### config.mk
export PLATFORM = sky130hd
export DESIGN_NAME = eoa_ctrl
export DESIGN_NICKNAME = d
export VERILOG_FILES = /design/src/rtl/eoa_pkg.sv /design/src/rtl/eoa_ctrl.sv
export SDC_FILE = /design/constraint.sdc
export NUM_CORES = 1
export LEC_CHECK = 0
export ABC_CLOCK_PERIOD_IN_PS = 4000
export BUFFER_PORTS_ARGS = -buffer_cell sky130_fd_sc_hd__buf_2
export CAP_MARGIN = 15
export CORE_MARGIN = 1.5
export CORE_UTILIZATION = 55
export DETAILED_ROUTE_END_ITERATION = 8
export HOLD_SLACK_MARGIN = 0.1
export PLACE_DENSITY = 0.9
export SYNTH_ARGS = -nofsm -noshare
export SYNTH_HDL_FRONTEND = slang
export SYNTH_SLANG_ARGS = --single-unit
export TNS_END_PERCENT = 100
### constraint.sdc
create_clock -name clk -period 4 [get_ports clk]
set_input_delay 0.4 -clock clk [delete_from_list [all_inputs] [get_ports clk]]
set_output_delay 0.4 -clock clk [all_outputs]
set_load 0.05 [all_outputs]
### src/rtl/eoa_pkg.sv
// Package for the euler orientation axes core: the shared command structure,
// the rotator arctangent table and fixed-point constants.
// No dependencies.
package eoa_pkg;

    localparam int ROT_STEPS = 30;
    localparam logic signed [33:0] ROT_GAIN = 34'sd652032874;
    localparam logic signed [33:0] ONE_Q30 = 34'sd1073741824;

    // Controller to datapath commands
    typedef struct packed {
        logic       load;      // take deltas, update angles
        logic       rot_init;  // start rotator on angle sel
        logic       rot_step;  // one rotator iteration
        logic       rot_save;  // store rotator result
        logic [1:0] sel;       // angle index 0 pitch 1 yaw 2 roll
        logic [4:0] iter;
        logic       mul_go;    // issue one microprogram multiply
        logic [5:0] mop;       // multiply program counter
    } eoa_cmd_t;

    function automatic logic signed [33:0] atan_lut(input logic [4:0] i);
        case (i)
            5'd0:  atan_lut = 34'h20000000;
            5'd1:  atan_lut = 34'h12E4051D;
            5'd2:  atan_lut = 34'h09FB385B;
            5'd3:  atan_lut = 34'h051111D4;
            5'd4:  atan_lut = 34'h028B0D43;
            5'd5:  atan_lut = 34'h0145D7E1;
            5'd6:  atan_lut = 34'h00A2F61E;
            5'd7:  atan_lut = 34'h00517C55;
            5'd8:  atan_lut = 34'h0028BE53;
            5'd9:  atan_lut = 34'h00145F2E;
            5'd10: atan_lut = 34'h000A2F98;
            5'd11: atan_lut = 34'h000517CC;
            5'd12: atan_lut = 34'h00028BE6;
            5'd13: atan_lut = 34'h000145F3;
            5'd14: atan_lut = 34'h0000A2F9;
            5'd15: atan_lut = 34'h0000517C;
            5'd16: atan_lut = 34'h000028BE;
            5'd17: atan_lut = 34'h0000145F;
            5'd18: atan_lut = 34'h00000A2F;
            5'd19: atan_lut = 34'h00000517;
            5'd20: atan_lut = 34'h0000028B;
            5'd21: atan_lut = 34'h00000145;
            5'd22: atan_lut = 34'h000000A2;
            5'd23: atan_lut = 34'h00000051;
            5'd24: atan_lut = 34'h00000028;
            5'd25: atan_lut = 34'h00000014;
            5'd26: atan_lut = 34'h0000000A;
            5'd27: atan_lut = 34'h00000005;
            5'd28: atan_lut = 34'h00000002;
            5'd29: atan_lut = 34'h00000001;
            default: atan_lut = 34'h0;
        endcase
    endfunction

    // last step of the multiply program: axis rounding
    localparam int MOP_COUNT = 22;

endpackage

### src/rtl/eoa_ctrl.sv
// Sequencer for the euler orientation axes core: walks load, three rotator
// passes and the multiply program, then waits to hand off the result. Uses eoa_pkg.
module eoa_ctrl (
    input  logic              clk,
    input  logic              rst_n,
    input  logic              in_fire,
    input  logic              out_busy,
    output logic              idle,
    output logic              done,
    output eoa_pkg::eoa_cmd_t cmd
);
    import eoa_pkg::*;

    localparam logic [1:0] S_IDLE = 2'd0;
    localparam logic [1:0] S_ROT  = 2'd1;
    localparam logic [1:0] S_MUL  = 2'd2;
    localparam logic [1:0] S_DONE = 2'd3;

    logic [1:0] state_reg, state_next;
    logic [1:0] sel_reg, sel_next;
    logic [5:0] cnt_reg, cnt_next;

    always_ff @(posedge clk or negedge rst_n)
    begin
        if (!rst_n)
        begin
            state_reg <= S_IDLE;
            sel_reg   <= 2'd0;
            cnt_reg   <= 6'd0;
        end
        else
        begin
            state_reg <= state_next;
            sel_reg   <= sel_next;
            cnt_reg   <= cnt_next;
        end
    end

    always_comb
    begin
        state_next = state_reg;
        sel_next   = sel_reg;
        cnt_next   = cnt_reg;
        cmd        = '0;
        cmd.sel    = sel_reg;
        cmd.iter   = cnt_reg[4:0] - 5'd1;
        cmd.mop    = cnt_reg;
        idle       = (state_reg == S_IDLE);
        done       = 1'b0;
        case (state_reg)
            S_IDLE:
            begin
                if (in_fire)
                begin
                    cmd.load   = 1'b1;
                    state_next = S_ROT;
                    sel_next   = 2'd0;
                    cnt_next   = 6'd0;
                end
            end
            S_ROT:
            begin
                // count 0 initializes, 1..30 iterate, 31 saves
                if (cnt_reg == 6'd0)
                    cmd.rot_init = 1'b1;
                else if (cnt_reg <= 6'(ROT_STEPS))
                    cmd.rot_step = 1'b1;
                else
                    cmd.rot_save = 1'b1;
                if (cnt_reg == 6'(ROT_STEPS + 1))
                begin
                    cnt_next = 6'd0;
                    if (sel_reg == 2'd2)
                        state_next = S_MUL;
                    else
                        sel_next = sel_reg + 2'd1;
                end
                else
                    cnt_next = cnt_reg + 6'd1;
            end
            S_MUL:
            begin
                cmd.mul_go = 1'b1;
                if (cnt_reg == 6'(MOP_COUNT))
                    state_next = S_DONE;
                else
                    cnt_next = cnt_reg + 6'd1;
            end
            S_DONE:
            begin
                if (!out_busy)
                begin
                    done       = 1'b1;
                    state_next = S_IDLE;
                end
            end
            default: state_next = S_IDLE;
        endcase
    end
endmodule

# == Yosys cells after proc, flatten, opt, wreduce, memory -nomap -nowiden ==
# Index checks and enable logic that the tools add are counted.
# word_totals
regBits,10
in_bits,4
out_inout_bits,20
wordCells,51
# op_classes
addsub,3
magnitude_cmp,1
eq_ne,13
muxes,24
n_reduce_logical,7
# op_table
cell,count
2-to-1 mux 2 bit,9
2-to-1 mux 6 bit,3
case mux 6 bit (3 select lines),1
"!= test 2 bit, second input constant",7
"== test 6 x 5 -> 1 bit, second input constant",2
2-to-1 mux 1 bit,8
case mux 2 bit (4 select lines),1
"adder 6 x 1 -> 6 bit, second input constant",1
"== test 2 bit, second input constant",3
"<= comparator 6 x 5 -> 1 bit, second input constant",1
logical NOT 6 bit,1
AND reduction 5 bit,1
"subtractor 5 x 1 -> 5 bit, second input constant",1
case mux 2 bit (2 select lines),1
AND reduction 4 bit,1
2-to-1 mux 3 bit,1
AND reduction 3 bit,1
nonzero test 3 bit,1
"adder 2 x 1 -> 2 bit, second input constant",1
"== test 2 x 1 -> 1 bit, second input constant",1
logical NOT 2 bit,1
nonzero test 2 bit,1

# == Longest topological paths before layout ==
# logic_depth
ltp_word,4
mapped_depth,7
mapped_depth_nobuf,6

# == Worst setup path after synthesis ==
# Ideal clock, no wire load.
# synth_timing
kind,register to output
from,register cnt_reg[0]
to,output cmd[15] in the netlist's numbering
arrival_ns,2.574
setup_slack_ns,1.026
path_stages_with_launch,6
n_path_buf,0
path_cell_list,dfrtp_1 -> inv_1 -> ha_1 -> nand3_1 -> nand2_1 -> nor3_1
# synth_lines
item,line_no,rtl
from (decl),eoa_ctrl.sv:21,"logic [5:0] cnt_reg, cnt_next;"
from (signal assigned),eoa_ctrl.sv:35,cnt_reg <= cnt_next;
to (decl),eoa_ctrl.sv:10,output eoa_pkg::eoa_cmd_t cmd

# == Worst setup path in the final report ==
# layout_timing
from,register state_reg[0]
to,register cnt_reg[4]
# layout_between
elab_chain_cells,3
word_cells_on_any_way,8
# layout_lines
item,line_no,rtl
from (decl),eoa_ctrl.sv:19,"logic [1:0] state_reg, state_next;"
from (signal assigned),eoa_ctrl.sv:33,state_reg <= state_next;
"== test 2 bit, or another cell as far along",eoa_ctrl.sv:50,case (state_reg)
!= test 2 bit (no line) / nonzero test 3 bit (equally long branches),n/a,
AND reduction 3 bit (no line),n/a,
# Several ways; a longest one is shown, not always the timed one.
# A chain may end at the register's enable or synchronous reset.

==> run summary <==
status: complete, no violations
worst-path maximum fanout: 9
via count: 815
fin crit share: 53.03%
R2R cell count: 6
Slew @ Worst Pin: 352.6 ps
first-pass GRT wire length: 3.001 mm
Synth Flop Type: dfrtp_1
Syn Inst Count: 98
end of the critical path: cnt_reg[4]$_DFFE_PN0P_
commonest non-fill, non-tap cell in the layout: buf_2
PD cells: 196.7 mW/mm²
top cells by area in the synthesized netlist: dfrtp_1 (29%), ha_1 (16%), nor2_1 (5.1%)
Clock Skews: 6.247 ps
Wirelength per Cell: 13.33 µm
antenna diode count: 0
final hold violation count: 0
total global routing overflow: 0
final number of setup-violating endpoints: 0
Clock Latency Late Sink: 280 ps
RSZ-0062 raised after global routing: no
number of flip-flops in the largest register: 6
initial antenna violation count: 0
CTS H-tree lvls: 1
die height: 42.94 µm
number of buffers created by CTS: 3
chip width: 42.94 µm
maximum vdd drop: 0.0001037 V
FF-to-FF setup slack: 1880 ps
commonest non-fill, non-tap cells in the layout: buf_2 (23), nor2_1 (12), ha_1 (11)
Area growth syn-to-layout: 16.41%
syn nets: 113
Critical Path Start Type: flip-flop
CTS Sinks: 10
sequential fraction of the synthesis area: 28.53%
CTS tree: built
core area: 0.001506 mm²
post-synth top area share: 28.53%
distinct cell type count after synthesis: 39
Die Area: 0.001843 mm²
PostCTS Resize Cnt: 0
# rows: 14
post-route cell area: 0.001021 mm²
largest net degree at the start of global routing: 13
number of synthesized flops with an enable pin: 0
Synth Register Bits: 10
drt first pass iters: 5
Setup crit end kind: flip-flop
mapped cell area: 877.1 µm²
via/cell ratio: 5.906
setup tns final: 0 ps
vias in the first global route: 691
nets: 138
First DRT Iteration DRCs: 23
worst endpoint data arrival time: 2340 ps
max-cap violation count: 0
Post-DP Area: 974.7 µm²
YS warnings: 0
worst setup path class: reg2reg
Final ANT Viol Nets: 0
Slew headroom: 76.24%
ys async rst share: 100.0%
Total Routing Usage GR: 22.45%
DP HPWL: 1.412 mm
gpl congestion: 0.8642
cell taking the most area after synthesis: dfrtp_1
FF-to-FF Start: state_reg[0]$_DFFE_PN0P_
# IOs: 24
Max Freq: 471.4 MHz
leak pwr: 0.5902 nW
Clock Tree Root: clkbuf_4
WP data required: 4220 ps
Hold/Removal Path Class: in2async
layout cell share with drive strength beyond 1: 29.51%
min Tclk post-route: 2121 ps
Max Slew Vio Count: 0
clk slew on worst S/H paths: 70 ps
clk buf depth: 2
port bufs: 23
Crit Reg-Reg Endpoint: cnt_reg[4]$_DFFE_PN0P_
syn_area_per_cell: 8.950 µm²
DRC Markers: 0
initial core utilization: 58.22%
total wire length: 1.840 mm
CP startpoint: state_reg[0]$_DFFE_PN0P_
-- critical path: stages (launching register included) --
cell	delay [ps]
dfrtp_1	420
inv_1	100
ha_1	270
and2b_2	240
a311o_2	430
or4_1	520
nand2_1	80
-- area by class of cell --
cell class,count,area [µm²]
inverters,8,30.03
multi-input cells,76,559.3
repair buffers,24,125.1
fillers,128,485.5
clock buffers,4,36.28
well taps,16,20.02
flip-flops and latches,10,250.2
-- metal layers --
metal	up-vias	routed length (µm)	track usage, %
met5	-	0	0
met4	0	51	13.94
met3	7	98	6.383
met2	24	846	34.85
met1	389	844	27.13
li1	395	-	-
-- how the worst min path moves through the flow --
stage	to	startpoint	slack, ps	cells after the start
floorplan	cnt_reg[0]$_DFFE_PN0P_	rst_n	100	0
global placement	cnt_reg[4]$_DFFE_PN0P_	rst_n	270	1
detailed placement	cnt_reg[5]$_DFFE_PN0P_	rst_n	280	1
CTS	sel_reg[1]$_DFFE_PN0P_	rst_n	510	2
global route	sel_reg[1]$_DFFE_PN0P_	rst_n	540	2
finish	sel_reg[1]$_DFFE_PN0P_	rst_n	510	2
-- where the power goes --
| group | switching [mW] | total (mW) | leakage [nW] | internal (mW) |
|---|---|---|---|---|
| sequential | 0 | 0.101 | 0.120 | 0.101 |
| combinational | 0.00280 | 0.00479 | 0.449 | 0.00199 |
| clock | 0.0396 | 0.0951 | 0.0210 | 0.0555 |
| total | 0.0424 | 0.201 | 0.590 | 0.158 |
-- cell families after synthesis --
logic type,after synthesis,synth area share (%)
DFF,10,28.53
muxes,3,3.709
and+or+nand+nor,39,24.25
buffers and inverters,12,7.703
xor gates and xnor gates,3,2.996
adders and majority gates,11,15.69
AOI/OAI and AO/OA,20,17.12
-- cells in the mapped netlist, types with 3 or more instances --
master / n
dfrtp_1: 10
ha_1: 11
inv_1: 8
nand2_1: 3
nand3_1: 5
nor2_1: 12
nor2b_1: 3
o21ai_0: 6
-- repair_timing --
item / in CTS / in global routing
hold endpoints to repair: 10 / 0
setup endpoints to repair: 0 / 0
hold buffers: 1 / 0
buffers inserted: 0 / 0
-- metrics by stage --
stage | utilization, % | worst slack [ps] | hold slack (ps) | std cells | power [mW]
final | 67.77 | 1879 | 506.8 | 138 | 0.2009
after global routing | 67.77 | 1748 | 536.7 | 138 | 0.2079
after CTS | 67.77 | 1887 | 514.1 | 138 | 0.2024
after detailed placement | 64.70 | 1918 | 275.3 | 133 | 0.1072
after global placement | 64.70 | 1985 | 273.6 | 133 | 0.1073
after floorplan | - | 1026 | 104.4 | 98 | 0.1034
Note: power is estimated with default switching activity, not from simulation.
